<file path="config.mk">
export PLATFORM = sky130hd
export DESIGN_NAME = ple_cell
export DESIGN_NICKNAME = d
export VERILOG_FILES = /design/src/rtl/ple_pkg.sv /design/src/rtl/ple_cell.sv
export SDC_FILE = /design/constraint.sdc
export NUM_CORES = 1
export LEC_CHECK = 0
export ABC_AREA = 1
export BUFFER_PORTS_ARGS = -buffer_cell sky130_fd_sc_hd__buf_2
export CAP_MARGIN = 25
export CORE_MARGIN = 2
export CORE_UTILIZATION = 40
export CTS_BUF_LIST = sky130_fd_sc_hd__clkbuf_4
export DETAILED_ROUTE_END_ITERATION = 10
export PLACE_DENSITY = 0.77
export SYNTH_ARGS = -nofsm -noshare
export SYNTH_HDL_FRONTEND = slang
export SYNTH_SLANG_ARGS = --single-unit
</file>
<file path="constraint.sdc">
create_clock -name i_clk -period 5.7 [get_ports i_clk]
set_clock_uncertainty 0.15 [all_clocks]
set_input_delay 1.14 -clock i_clk [delete_from_list [all_inputs] [get_ports i_clk]]
set_output_delay 1.14 -clock i_clk [all_outputs]
set_load 0.02 [all_outputs]
</file>
<file path="src/rtl/ple_pkg.sv">
// shared constants, types and command struct for the positional list engine
`default_nettype none
package ple_pkg;

    localparam int CAPACITY = 64;
    localparam int DATAW    = 32;
    localparam int POSW     = 7;
    localparam int STW      = 3;
    localparam int SUMW     = 38;
    localparam int IDXW     = $clog2(CAPACITY);
    localparam int CNTW     = $clog2(CAPACITY + 1);
    localparam int CW       = ((POSW > CNTW) ? POSW : CNTW) + 1;
    localparam int GRP      = 8;
    localparam int GBW      = $clog2(GRP);
    localparam int NGRP     = (CAPACITY + GRP - 1) / GRP;
    localparam int GW       = (NGRP > 1) ? $clog2(NGRP) : 1;
    localparam int SW       = GW + GBW + 1;

    typedef enum logic [1:0] {
        REQ_INSERT   = 2'd0,
        REQ_DELETE   = 2'd1,
        REQ_SEARCH   = 2'd2,
        REQ_DEL_LAST = 2'd3
    } t_req;

    typedef enum logic [STW-1:0] {
        ST_OK        = 3'd0,
        ST_BADPOS    = 3'd1,
        ST_FULL      = 3'd2,
        ST_EMPTY     = 3'd3,
        ST_NOT_FOUND = 3'd4
    } t_status;

    typedef struct packed {
        logic             ins;
        logic             del;
        logic             cmp;
        logic [IDXW-1:0]  idx;
        logic [CNTW-1:0]  count;
        logic [DATAW-1:0] value;
    } t_cell_cmd;

    typedef struct packed {
        logic            done;
        logic            found;
        logic [IDXW-1:0] idx;
    } t_srch_res;

endpackage
`default_nettype wire

</file>
<file path="src/rtl/ple_cell.sv">
// one list cell: holds an entry, shifts with its neighbors, compares for search
`default_nettype none
module ple_cell
    import ple_pkg::*;
(
    input  wire logic             i_clk,
    input  wire logic [IDXW-1:0]  i_index,
    input  wire t_cell_cmd        i_cmd,
    input  wire logic [DATAW-1:0] i_left,
    input  wire logic [DATAW-1:0] i_right,
    output logic      [DATAW-1:0] o_data,
    output logic      [DATAW-1:0] o_hit_data,
    output logic                  o_match
);

    logic [DATAW-1:0] r_data;
    logic             r_match;

    always_ff @(posedge i_clk) begin
        if (i_cmd.ins) begin
            if (i_index == i_cmd.idx) begin
                r_data <= i_cmd.value;
            end else if (i_index > i_cmd.idx) begin
                r_data <= i_left;
            end
        end else if (i_cmd.del && (i_index >= i_cmd.idx)) begin
            r_data <= i_right;
        end
        if (i_cmd.cmp) begin
            r_match <= (r_data == i_cmd.value) && (CNTW'(i_index) < i_cmd.count);
        end
    end

    assign o_data     = r_data;
    assign o_hit_data = (i_index == i_cmd.idx) ? r_data : '0;
    assign o_match    = r_match;

endmodule
`default_nettype wire

</file>
==> flow_results.org <==
** Place
- DP Worst Slack :: 1.56 ns
- Global placement routability congestion :: ~0.82
- Summed over all nets, the half-perimeter wirelength after detailed placement is about 6600 µm.
- Count of port buffers added during placement :: 183

** Die
- In this run the standard cell core region covers 6720 µm².
- In this run the core area contains 30 standard-cell rows.
- Number of top-level pins :: around 180
- Die extent in x :: 87.1 µm
- From bottom edge to top edge, the die measures a little under 90 µm.
- Starting density of the core :: 0.411
- Floorplan die area :: ~7600 µm²

** Power and ir drop
- Share of power burned in the clock network :: 0.218
- In this run the static leakage power is between 0.002 and 0.0025 µW.
- Of the total power, combinational logic draws 0.352.
- Psw :: around 280 µW
- Cell internal power was estimated by the tool at 516 µW.
- Across the VDD grid, the largest voltage drop is 0.125 mV.
- Of the total power, registers draw 0.430.
- Switching power share of the total :: 0.352
- Power Density :: roughly 210 nW/µm²

** Critical path
- In this design, the stage delay of the slowest critical-path cell is around 0.42 ns.
- The setup path with the least slack is of type input pin to output pin.
- Crit end category :: output pin
- Critical Path, Cell by Cell :: buf_2, ha_1, nand2_1, nor2_2, nand3_2, buf_4, nor2_1, buf_2
- Top fanout value on the critical path :: 46
- Among all stages on the critical path, the largest delay is contributed by buf_4.
- Startpoint types :: input pin
- WP data required :: between 4 and 5 ns
- Count of buffering cells on the critical path with inverters included :: 3
- In this design, the critical path's most frequently occurring cell is buf_2.
- Cell family contributing the most delay on the critical path :: simple AND/OR/NAND/NOR gates
- Worst EP arrival :: about 2.9 ns

** Timing
- Worst Setup Slack, final :: between 1.5 and 2 ns
- Setup TNS Final :: 0 ns
- Timing would allow up to 240 MHz.
- Final critical-path share of the clock period :: 0.731
- At the pin with the least slew margin, the transition time is 0.643 ns.
- Max-Slew Margin vs Limit :: 0.571
- The total count of max-transition violations in the final report is 0.
- Setup violations, final :: 0
- The number of failing hold endpoints at the final stage was 0.
- Across all hold checks on the routed design, the worst slack comes to roughly 0.71 ns.
- Subtracting the final worst setup slack from the clock period gives roughly 4.2 ns.
- Setup repair after global routing left no endpoint under its margin.

** Synth
- The complex-gate fraction of the synthesized area was 0.0880.
- Net Count, Synth :: about 560
- Sequential-to-total area share from yosys stat :: 0.359
- Synthesized instance count :: roughly 430
- EDFF count, synth :: 33
- Multiplexer area fraction after synthesis :: 0
- Commonest register cell after synthesis :: edfxtp_1
- Share of synthesized registers carrying an async set or reset :: 0
- YS warnings :: 0
- Area share of xor/xnor cells in the synthesized design :: 0.0190
- Library cells used by synthesis :: 20
- Combinational family with the most area after synthesis :: simple AND/OR/NAND/NOR gates
- Of the total synthesized cell area, the portion taken by full adders, half adders and majority gates is 0.0499.
- Post-Syn Area per Cell :: roughly 6.4 µm²
- Simple logic cell fraction of the synthesized area :: 0.345
- Mapped Area :: around 2800 µm²
- Yosys reg bits :: 33

** GRT
- The number of antenna violations at the first check in global routing was 0.
- The via count of the first global-routing pass was roughly 2900.
- Entering global routing, the biggest net connects 66 pins.
- Remaining global-route overflow :: 0
- The first global-routing pass estimated ~13000 µm of wire.
- Total track usage :: 0.217

** Routing
- Remaining design rule violation count :: 0
- Routed wire length :: just over 8000 µm
- Routed vias :: about 3300
- Dividing the detail-routed wire length by the instance count gives 12.0 µm.
- The detail route stage leaves a number of antenna-violating nets equal to 0.
- Initial DRT Pass Iterations :: 5
- After detailed routing, the number of vias per cell comes to 4.75.
- Number of violations reported at the end of detailed-routing iteration 0 :: roughly 120

** Cells and area
- Number of nets in the finished design :: ~730
- Area growth from synthesis to layout :: 36.4%
- Share of post-route cells with drive strength above 1 :: 0.324
- Counting the fill cells in the layout gives 668.
- Antenna diode count :: 0
- For this run, the share of the core covered by cells in the final layout is 0.560.

** Clocking
- The clock passes through at most 2 buffers.
- CTS tree :: built
- Worst-path clk slew :: 0.08 ns
- The clock tree synthesis step divided the H-tree into 2 levels.
- Once the clock tree was built, the setup fixing pass inserted 0 buffers.
- After clock tree synthesis, the flow added hold-fix buffers numbering 0.
- The tree is rooted in a clkbuf_4.
- Once the clock tree was built, the resizer swapped 0 gates to a different size.
- For the worst-skew pair, the clock arrives at the later sink with an insertion delay of about 0.33 ns.
- The number of clock buffers added by TritonCTS is 5.
- Clock tree synthesis found a total of 33 sinks.

** Job
- Number of max-cap violations :: 0

** Run status
- The run finished with clean final reports.

** Min path
- Worst min-delay path class :: flop to flop
area by class of cell:
| class | count | area, µm² | share of cell area |
|---|---|---|---|
| multi-input cells | 306 | 1390 | 0.368 |
| clock buffers | 6 | 45.0 | 0.0120 |
| inverters | 72 | 270 | 0.0718 |
| well taps | 80 | 100 | 0.0266 |
| clock inverters | 2 | 33.8 | 0.00898 |
| flip-flops and latches | 33 | 991 | 0.263 |
| repair buffers | 186 | 938 | 0.249 |
Yosys cell counts, types with 2 or more instances:
| cell type | instances | share of area |
|---|---|---|
| a21oi_1 | 2 | 0.0036 |
| a31oi_1 | 32 | 0.073 |
| buf_2 | 6 | 0.011 |
| buf_6 | 5 | 0.020 |
| clkbuf_1 | 5 | 0.0068 |
| edfxtp_1 | 33 | 0.36 |
| ha_1 | 11 | 0.050 |
| inv_1 | 71 | 0.097 |
| nand2_1 | 157 | 0.21 |
| nand3_1 | 3 | 0.0054 |
| nand4_1 | 2 | 0.0045 |
| nor2_1 | 85 | 0.12 |
| o21ai_0 | 5 | 0.0091 |
| xnor2_1 | 5 | 0.016 |
metrics by stage:
| step | cells | instance area (µm²) | total power (µW) |
|---|---|---|---|
| floorplan | 428 | 2760 | 511 |
| global placement | 677 | 3680 | 622 |
| detailed placement | 677 | 3680 | 629 |
| CTS | 685 | 3760 | 804 |
| global route | 685 | 3760 | 849 |
| finish | 685 | 3760 | 795 |
path summary, 6_finish.rpt:
path,start,slack [ns],depth (start not counted),endpoint
hold reg to reg,o_data[0],0.71,5,o_match
setup / recovery,i_index[5],1.53,8,o_hit_data[6]
setup reg to reg,o_data[6],4.33,8,o_match
hold / removal,o_data[0],0.71,5,o_match
metal layers:
metal / part of all wire / vias up / GRT usage / wire length (µm)
li1: - / 1673 / - / -
met3: 0.077 / 15 / 0.0398 / 635
met5: 0 / - / 0 / 0
met4: 0.014 / 0 / 0.0526 / 119
met2: 0.48 / 142 / 0.396 / 4000
met1: 0.42 / 1424 / 0.262 / 3500
kinds of logic after synthesis:
family | Yosys count
adders and majority gates | 11
buffers and inverters | 89
xor gates and xnor gates | 6
and+or+nand+nor | 249
DFF | 33
AOI/OAI and AO/OA | 40
power groups by stage:
stage               Sequential (µW)  Clock (µW)  Combinational (µW)
floorplan                       390           0                 121
detailed placement              347           0                 282
global placement                344           0                 278
CTS                             342         179                 283
finish                          342         173                 280
global route                    347         187                 314
layout by cell type (no fill, tap or decap):
| cell type | count |
|---|---|
| a21oi_1 | 2 |
| a31oi_1 | 32 |
| buf_2 | 183 |
| buf_4 | 3 |
| bufinv_16 | 1 |
| clkbuf_4 | 6 |
| clkinv_1 | 1 |
| edfxtp_1 | 33 |
| ha_1 | 11 |
| inv_1 | 71 |
| inv_2 | 1 |
| nand2_1 | 157 |
| nand3_1 | 3 |
| nand3_2 | 1 |
| nand4_1 | 2 |
| nor2_1 | 85 |
| nor2_2 | 1 |
| o21ai_0 | 5 |
| o21bai_1 | 1 |
| xnor2_1 | 5 |
| xor2_1 | 1 |
flip-flops by register name, indices dropped and copies added (netlist names):
| register | cells |
|---|---|
| o_data | 32 |
| o_match | 1 |
tightest hold or removal path: cells and delay by family (launching register included):
| family | cells | cell delay (ns) |
|---|---|---|
| xor gates and xnor gates | 1 | 0.09 |
| DFF | 1 | 0.40 |
| and+or+nand+nor | 4 | 0.21 |
(Power assumes the default switching activity.)
