===== config.mk =====
export PLATFORM = sky130hd
export DESIGN_NAME = ple_search
export DESIGN_NICKNAME = d
export VERILOG_FILES = /design/src/rtl/ple_pkg.sv /design/src/rtl/ple_search.sv
export SDC_FILE = /design/constraint.sdc
export NUM_CORES = 1
export LEC_CHECK = 0
export BUFFER_PORTS_ARGS = -buffer_cell sky130_fd_sc_hd__buf_2
export CORE_MARGIN = 2
export CORE_UTILIZATION = 37
export CTS_CLUSTER_DIAMETER = 30
export DETAILED_ROUTE_END_ITERATION = 10
export GPL_ROUTABILITY_DRIVEN = 1
export MAX_ROUTING_LAYER = met4
export PLACE_DENSITY = 0.87
export SLEW_MARGIN = 10
export SYNTH_ARGS = -nofsm -noshare
export SYNTH_HDL_FRONTEND = slang
export SYNTH_SLANG_ARGS = --single-unit

===== constraint.sdc =====
create_clock -name i_clk -period 2.2 [get_ports i_clk]
set_clock_uncertainty 0.2 [all_clocks]
set_input_delay 0 -clock i_clk [delete_from_list [all_inputs] [get_ports i_clk]]
set_output_delay 0 -clock i_clk [all_outputs]
set_load 0.05 [all_outputs]

===== src/rtl/ple_pkg.sv =====
// shared constants, types and command struct for the positional list engine
`default_nettype none
package ple_pkg;

    localparam int CAPACITY = 64;
    localparam int DATAW    = 32;
    localparam int POSW     = 7;
    localparam int STW      = 3;
    localparam int SUMW     = 38;
    localparam int IDXW     = $clog2(CAPACITY);
    localparam int CNTW     = $clog2(CAPACITY + 1);
    localparam int CW       = ((POSW > CNTW) ? POSW : CNTW) + 1;
    localparam int GRP      = 8;
    localparam int GBW      = $clog2(GRP);
    localparam int NGRP     = (CAPACITY + GRP - 1) / GRP;
    localparam int GW       = (NGRP > 1) ? $clog2(NGRP) : 1;
    localparam int SW       = GW + GBW + 1;

    typedef enum logic [1:0] {
        REQ_INSERT   = 2'd0,
        REQ_DELETE   = 2'd1,
        REQ_SEARCH   = 2'd2,
        REQ_DEL_LAST = 2'd3
    } t_req;

    typedef enum logic [STW-1:0] {
        ST_OK        = 3'd0,
        ST_BADPOS    = 3'd1,
        ST_FULL      = 3'd2,
        ST_EMPTY     = 3'd3,
        ST_NOT_FOUND = 3'd4
    } t_status;

    typedef struct packed {
        logic             ins;
        logic             del;
        logic             cmp;
        logic [IDXW-1:0]  idx;
        logic [CNTW-1:0]  count;
        logic [DATAW-1:0] value;
    } t_cell_cmd;

    typedef struct packed {
        logic            done;
        logic            found;
        logic [IDXW-1:0] idx;
    } t_srch_res;

endpackage
`default_nettype wire


===== src/rtl/ple_search.sv =====
// first-match scanner over the cell match flags, one group of cells per cycle
`default_nettype none
module ple_search
    import ple_pkg::*;
(
    input  wire logic                i_clk,
    input  wire logic                i_rst_n,
    input  wire logic                i_start,
    input  wire logic [CAPACITY-1:0] i_match,
    output logic                     o_busy,
    output t_srch_res                o_res
);

    logic                  r_active;
    logic [GW-1:0]         r_grp;
    logic [NGRP*GRP-1:0]   w_pad;
    logic [GRP-1:0]        w_sel;
    logic [GBW-1:0]        w_ffs;
    logic                  w_any;
    logic                  w_last;
    logic [SW-1:0]         w_pos;

    always_comb begin
        w_pad = '0;
        w_pad[CAPACITY-1:0] = i_match;
        w_sel = w_pad[r_grp*GRP +: GRP];
        w_any = |w_sel;
        w_ffs = '0;
        for (int b = GRP - 1; b >= 0; b--) begin
            if (w_sel[b]) begin
                w_ffs = GBW'(b);
            end
        end
        w_last = (r_grp == GW'(NGRP - 1));
        w_pos  = SW'(r_grp) * SW'(GRP) + SW'(w_ffs);
    end

    always_ff @(posedge i_clk) begin
        if (!i_rst_n) begin
            r_active <= 1'b0;
            r_grp    <= '0;
        end else if (i_start) begin
            r_active <= 1'b1;
            r_grp    <= '0;
        end else if (r_active) begin
            if (w_any || w_last) begin
                r_active <= 1'b0;
            end else begin
                r_grp <= r_grp + GW'(1);
            end
        end
    end

    assign o_busy      = r_active;
    assign o_res.done  = r_active && (w_any || w_last);
    assign o_res.found = w_any;
    assign o_res.idx   = IDXW'(w_pos);

endmodule
`default_nettype wire

==> results.json, run 1 <==
{
  "die_area_um2": 3200,
  "critPathTopFamily": "multiplexers",
  "multiInputGateArea_um2": 940,
  "whs_path_depth": 3,
  "finalSetupViolCount": 9,
  "worstPathRequired_ps": 2000,
  "drt-wirelength-per-cell_um": 12.8,
  "yosys_warnings": 0,
  "period_share_pct": 109,
  "drive_gt1_share_pct": 53.7,
  "r2r_end": "r_grp[0]$_SDFFE_PP0P_",
  "rows": 19,
  "worst-setup-path-type": "reg2out",
  "min_from": "i_rst_n",
  "cts.sinks": 4,
  "critPathLaunchType": "flip-flop",
  "cts_buffers": 3,
  "critPathArrivalTime_ps": 2200,
  "fin_ws_ps": -199,
  "grt_max_degree": 34,
  "ys_ff_latch": 4,
  "fp.coreArea_um2": 2690,
  "drtPass1Iterations": 4,
  "via_per_inst": 5.31,
  "cap_violations": 0,
  "crit_path_max_incr_delay_ps": 490,
  "slew_headroom_pct": 76.5,
  "drtIter0Drc": 31,
  "status": "finished with violations",
  "nets": 276,
  "drc_errors": 0,
  "start_util_pct": 38.0,
  "hold_end": "o_busy$_SDFF_PN0_",
  "antenna_found_initial": 0,
  "ir_drop_uv": 279,
  "register_area_um2": 88.8,
  "cts_buffer_depth": 2,
  "ff2ff_path_depth": 7,
  "synthToLayoutAreaGrowth_pct": 62.6,
  "crit_chain": "mux4_2 -> mux2_4 -> nand2b_4 -> buf_4 -> buf_6 -> nand2b_4 -> and3_4 -> buf_8",
  "io_pins": 76,
  "placed_area_um2": 1500,
  "htreeDepth": 1,
  "syn_avg_cell_area_um2": 8.37,
  "fin_crit_ps": 2400,
  "p_per_area_nw_per_um2": 207,
  "clk_latency_ps": 240,
  "die-height_um": 56.5,
  "ant_nets": 0,
  "io_buffers": 75,
  "tritoncts": "done",
  "path_buf_inv": 3,
  "grt_overflow": 0,
  "ys_types": 39,
  "dp_cells": 227,
  "fmax_ghz": 0.417,
  "drt-total-wl_um": 3010,
  "violations": "setup timing",
  "dp_hpwl_um": 2460,
  "root_buffer": "clkbuf_4",
  "yosysSeqAreaShare_pct": 7.84,
  "worst_hold_path_type": "in2reg",
  "clkSlewWorstSetupHoldPaths_ps": 40,
  "grt_usage_pct": 19.7,
  "grt_pass1_wl_um": 4970,
  "crit_path_end_kind": "output pin",
  "die_w_um": 56.5,
  "hold_viol": 0,
  "fin_area_um2": 1660,
  "synth.net_count": 191,
  "tightest_slew_ps": 353,
  "r2r-start": "r_grp[0]$_SDFFE_PP0P_",
  "antenna_cells": 0,
  "fin_cells": 236,
  "gp_congestion": 0.874,
  "drv_slew": 0,
  "fillCellCount": 234,
  "rsz0062_at_grt": "true",
  "synthCells": 122,
  "reg2reg_slack_ps": -170,
  "critPathMostFrequentCell": "nand2b_4",
  "path_max_fanout": 5,
  "num_vias": 1254,
  "leakage_nw": 0.714,
  "synth.cell_area_um2": 1020,
  "grt_pass1_vias": 1232,
  "place_ws_ps": -75.6,
  "slowest_stage": "mux4_2"
}
metal layers:
metal / GRT usage [%] / wire, um / vias up
li1: - / - / 636
met1: 21.3 / 1160 / 578
met2: 36.7 / 1670 / 38
met3: 2.76 / 165 / 2
met4: 5.78 / 17 / 0
met5: - / 0 / -
cell families after synthesis:
kind of cell / Yosys count / synth area share (%)
and+or+nand+nor: 53 / 30.0
buffers and inverters: 12 / 5.88
AOI/OAI and AO/OA: 23 / 17.3
muxes: 28 / 36.5
adders and majority gates: 2 / 2.45
DFF: 4 / 7.84
timing repair:
item | 4_1_cts | 5_1_grt
endpoints found under the hold margin | 4 | 0
cloned | 0 | 0
hold buffers | 2 | 0
resized for setup | 19 | 4
setup endpoints to repair | 9 | 9
pin swaps | 2 | 1
buffers inserted | 2 | 2
cell usage after synthesis:
cell type / number / area [um2]
mux2i_1: 20 / 200
nand2_1: 15 / 56.3
nand3_1: 8 / 40.0
nor3_1: 7 / 35.0
clkbuf_1: 5 / 18.8
nor2_1: 5 / 18.8
o21ai_0: 5 / 25.0
a21oi_1: 4 / 20.0
dfxtp_1: 4 / 80.1
mux4_1: 4 / 105
nand4_1: 4 / 25.0
buf_2: 3 / 15.0
nand2b_1: 3 / 18.8
nor3b_1: 3 / 22.5
a22oi_1: 2 / 15.0
a31oi_1: 2 / 12.5
ha_1: 2 / 25.0
inv_1: 2 / 7.51
nor2b_1: 2 / 12.5
o21a_1: 2 / 15.0
o221ai_1: 2 / 17.5
a21boi_1: 1 / 7.51
a32oi_1: 1 / 8.76
and2b_1: 1 / 7.51
and3_1: 1 / 6.26
buf_4: 1 / 7.51
buf_6: 1 / 11.3
mux2_1: 1 / 11.3
mux2_2: 1 / 11.3
mux2i_4: 1 / 22.5
mux4_2: 1 / 22.5
nand2b_4: 1 / 13.8
nand3b_1: 1 / 7.51
nand4b_4: 1 / 23.8
nor3b_4: 1 / 18.8
o2111ai_4: 1 / 26.3
o2bb2a_1: 1 / 10.0
o32a_1: 1 / 10.0
o32ai_1: 1 / 8.76
placed cells by master (no fill, tap or decap), types with 2 or more instances in the layout:
cell type / Yosys / final
mux4_1: 4 / 2
buf_4: 1 / 8
nand4_1: 4 / 4
a21oi_1: 4 / 4
buf_6: 1 / 6
nand2b_4: 1 / 2
clkbuf_4: 0 / 3
nor2_1: 5 / 5
nor3_1: 7 / 7
inv_1: 2 / 2
dfxtp_4: 0 / 2
mux2i_1: 20 / 20
a22oi_1: 2 / 2
nand3_1: 8 / 8
nand2_1: 15 / 15
mux4_2: 1 / 3
o21ai_0: 5 / 5
ha_1: 2 / 2
buf_2: 3 / 70
dlygate4sd3_1: 0 / 2
nand2b_1: 3 / 2
nor3b_1: 3 / 3
buf_8: 0 / 3
cell type report:
| class | instances | share of cell area [%] |
|---|---|---|
| Sequential cell | 4 | 5.35 |
| Timing Repair Buffer | 90 | 33.9 |
| Tap cell | 31 | 2.34 |
| Clock buffer | 3 | 1.36 |
| Multi-Input combinational cell | 106 | 56.6 |
| Inverter | 2 | 0.452 |
through the flow:
stage | power (mW) | TNS, ps | utilization (%) | hold WS [ps]
4_1_cts | 0.346 | -1240 | 60.7 | 304
3_5_place_dp | 0.232 | -238 | 55.8 | 25.1
6_report | 0.344 | -1290 | 61.8 | 315
5_1_grt | 0.365 | -2110 | 61.8 | 326
2_1_floorplan | 0.153 | -942 | - | -89.8
3_3_place_gp | 0.230 | -71.6 | 55.8 | 24.3
power by group:
group,internal [mW],leakage [nW],switching (mW)
clock,0.0613,0.0138,0.0340
sequential,0.0714,0.0346,0.000916
combinational,0.0974,0.666,0.0790
worst min-delay path, stage by stage:
cell and delay [ps]:
dlygate4sd3_1 520, buf_2 100, o21a_1 100
flip-flops by register name, indices dropped and copies added, names as in the netlist:
name and count:
o_busy 1, r_grp 3
how the worst max path moves through the flow:
stage	from	to	slack, ps	depth (start not counted)
after floorplan	r_grp[0]$_SDFFE_PP0P_	r_grp[1]$_SDFFE_PP0P_	-200	7
after global placement	r_grp[0]$_SDFFE_PP0P_	r_grp[0]$_SDFFE_PP0P_	-30	6
after detailed placement	r_grp[0]$_SDFFE_PP0P_	r_grp[0]$_SDFFE_PP0P_	-80	7
after CTS	r_grp[0]$_SDFFE_PP0P_	r_grp[0]$_SDFFE_PP0P_	-200	7
after global routing	r_grp[0]$_SDFFE_PP0P_	r_grp[0]$_SDFFE_PP0P_	-290	7
final	r_grp[0]$_SDFFE_PP0P_	o_res[2]	-200	8
(Power assumes the default switching activity.)
==> run 2: changes to the inputs <==
--- a/config.mk
+++ b/config.mk
@@ -7,12 +7,12 @@
 export LEC_CHECK = 0
 export BUFFER_PORTS_ARGS = -buffer_cell sky130_fd_sc_hd__buf_2
 export CORE_MARGIN = 2
-export CORE_UTILIZATION = 37
+export CORE_UTILIZATION = 44
 export CTS_CLUSTER_DIAMETER = 30
 export DETAILED_ROUTE_END_ITERATION = 10
 export GPL_ROUTABILITY_DRIVEN = 1
 export MAX_ROUTING_LAYER = met4
-export PLACE_DENSITY = 0.87
+export PLACE_DENSITY = 0.95
 export SLEW_MARGIN = 10
 export SYNTH_ARGS = -nofsm -noshare
 export SYNTH_HDL_FRONTEND = slang
==> constraint.sdc (replaced) <==
create_clock -name i_clk -period 3 [get_ports i_clk]
set_clock_uncertainty 0.2 [all_clocks]
set_input_delay 0 -clock i_clk [delete_from_list [all_inputs] [get_ports i_clk]]
set_output_delay 0 -clock i_clk [all_outputs]
set_load 0.05 [all_outputs]
==> results.json, run 2 (synthesis results as in run 1) <==
{
  "status": "completed",
  "rows": 17,
  "dp_hpwl_um": 2340,
  "cap_violations": 0,
  "cts_buffers": 3,
  "slowest_stage": "dfxtp_2",
  "num_vias": 1228,
  "placed_area_um2": 1410,
  "drc_errors": 0,
  "r2r-start": "r_grp[2]$_SDFFE_PP0P_",
  "clk_latency_ps": 230,
  "antenna_found_initial": 0,
  "ir_drop_uv": 163,
  "grt_overflow": 0,
  "root_buffer": "clkbuf_4",
  "worstPathRequired_ps": 2800,
  "critPathLaunchType": "flip-flop",
  "multiInputGateArea_um2": 887,
  "fin_crit_ps": 2710,
  "worst_hold_path_type": "in2reg",
  "drt-wirelength-per-cell_um": 12.4,
  "slew_headroom_pct": 54.5,
  "drtPass1Iterations": 6,
  "finish.utilization_pct": 65.6,
  "grt_pass1_wl_um": 4230,
  "register_area_um2": 81.3,
  "regMostFlops": "r_grp",
  "mostFrequentLayoutCell": "buf_2",
  "grt_pass1_vias": 1089,
  "nets": 266,
  "largest_register_ffs": 3,
  "whs_path_depth": 3,
  "io_buffers": 75,
  "grt_max_degree": 29,
  "hold_end": "o_busy$_SDFF_PN0_",
  "drtIter0Drc": 21,
  "ant_nets": 0,
  "tightest_slew_ps": 681,
  "layout_common_cells": "buf_2 (75), mux2i_1 (20), nand2_1 (15), nand3_1 (8), nor3_1 (7)",
  "cts_resized": 0,
  "place_ws_ps": 426,
  "htreeDepth": 1,
  "clkSlewWorstSetupHoldPaths_ps": 40,
  "p_per_area_nw_per_um2": 161,
  "leakage_nw": 0.634,
  "crit_path_end_kind": "output pin",
  "setup_tns_ps": 0,
  "reg2reg_slack_ps": 450,
  "cts_buffer_depth": 2,
  "die-height_um": 52.2,
  "path_max_fanout": 28,
  "fin_ws_ps": 286,
  "io_pins": 76,
  "crit_chain": "buf_4 -> mux2i_1 -> o2bb2a_1 -> a32oi_1 -> a31oi_1 -> a31oi_1 -> o221ai_2 -> buf_2",
  "fillCellCount": 191,
  "drive_gt1_share_pct": 46.2,
  "grt_usage_pct": 20.6,
  "min_from": "i_rst_n",
  "hold_viol": 0,
  "start_util_pct": 46.2,
  "die_w_um": 52.2,
  "via_per_inst": 5.51,
  "tritoncts": "done",
  "critPathMostFrequentCell": "a31oi_1",
  "rsz0062_at_grt": "false",
  "cts.sinks": 4,
  "drt-total-wl_um": 2760,
  "fmax_ghz": 0.368,
  "drv_slew": 0,
  "fin_cells": 223,
  "critPathArrivalTime_ps": 2510,
  "ff2ff_path_depth": 7,
  "period_share_pct": 90.5,
  "gp_congestion": 0.897,
  "antenna_cells": 0,
  "worst-setup-path-type": "reg2out",
  "synthToLayoutAreaGrowth_pct": 42.2,
  "fin_area_um2": 1450,
  "finalSetupViolCount": 0,
  "r2r_end": "r_grp[0]$_SDFFE_PP0P_",
  "crit_path_max_incr_delay_ps": 680,
  "dp_cells": 218,
  "die_area_um2": 2720,
  "fp.coreArea_um2": 2210
}
[run 2: cell count changes in the layout (fill, tap and decap cells not counted), moves of 2 or more]
| cell | previous run | this run |
|---|---|---|
| buf_6 | 6 | 0 |
| buf_2 | 70 | 75 |
| buf_4 | 8 | 3 |
| buf_8 | 3 | 0 |
| dfxtp_1 | 1 | 3 |
| dfxtp_4 | 2 | 0 |
| mux4_1 | 2 | 4 |
| mux4_2 | 3 | 1 |
[run 2: timing repair]
item,CTS,global route
buffers inserted,0,0
hold endpoints to repair,4,0
hold buffers,2,0
[run 2: how the worst max path moves through the flow]
stage	start	endpoint	slack, ps	cells past startpoint
2_1_floorplan	r_grp[2]$_SDFFE_PP0P_	o_res[1]	180	6
3_3_place_gp	r_grp[2]$_SDFFE_PP0P_	r_grp[2]$_SDFFE_PP0P_	540	6
4_1_cts	r_grp[2]$_SDFFE_PP0P_	o_res[0]	270	8
6_report	r_grp[2]$_SDFFE_PP0P_	o_res[0]	290	8
3_5_place_dp	r_grp[2]$_SDFFE_PP0P_	r_grp[0]$_SDFFE_PP0P_	430	7
5_1_grt	r_grp[2]$_SDFFE_PP0P_	o_res[0]	80	8
[run 2: area by class of cell]
cell class | instances | area share, %
clock buffer | 3 | 1.55
inverter | 2 | 0.517
multi-input combinational | 106 | 61.1
sequential | 4 | 5.60
tap | 28 | 2.41
timing repair buffer | 80 | 28.8
[run 2: through the flow]
stage | hold slack [ps] | total power [mW]
after floorplan | -82.2 | 0.110
after detailed placement | 28.2 | 0.165
after CTS | 312 | 0.238
after global routing | 327 | 0.252
final | 325 | 0.234
after global placement | 15.8 | 0.163
[run 2: metal layers]
metal	track usage (%)	part of all wire (%)	routed length, um	up-vias
li1	-	-	-	622
met3	4.00	9.4	260	2
met2	36.3	49	1350	58
met1	24.2	41	1140	546
met4	5.13	0.33	9	0
met5	-	0	0	-
[run 2: power by group]
group          internal, mW  switching, mW
sequential           0.0542       0.000585
combinational        0.0587         0.0526
clock                0.0448         0.0231
total                 0.158         0.0763
[run 2: critical path: cells and delay by family, from the launching register on]
family                 cells  cell delay [ps]
AO/OA/AOI/OAI              5              840
buffers and inverters      2              490
flip-flops                 1              680
multiplexers               1              260
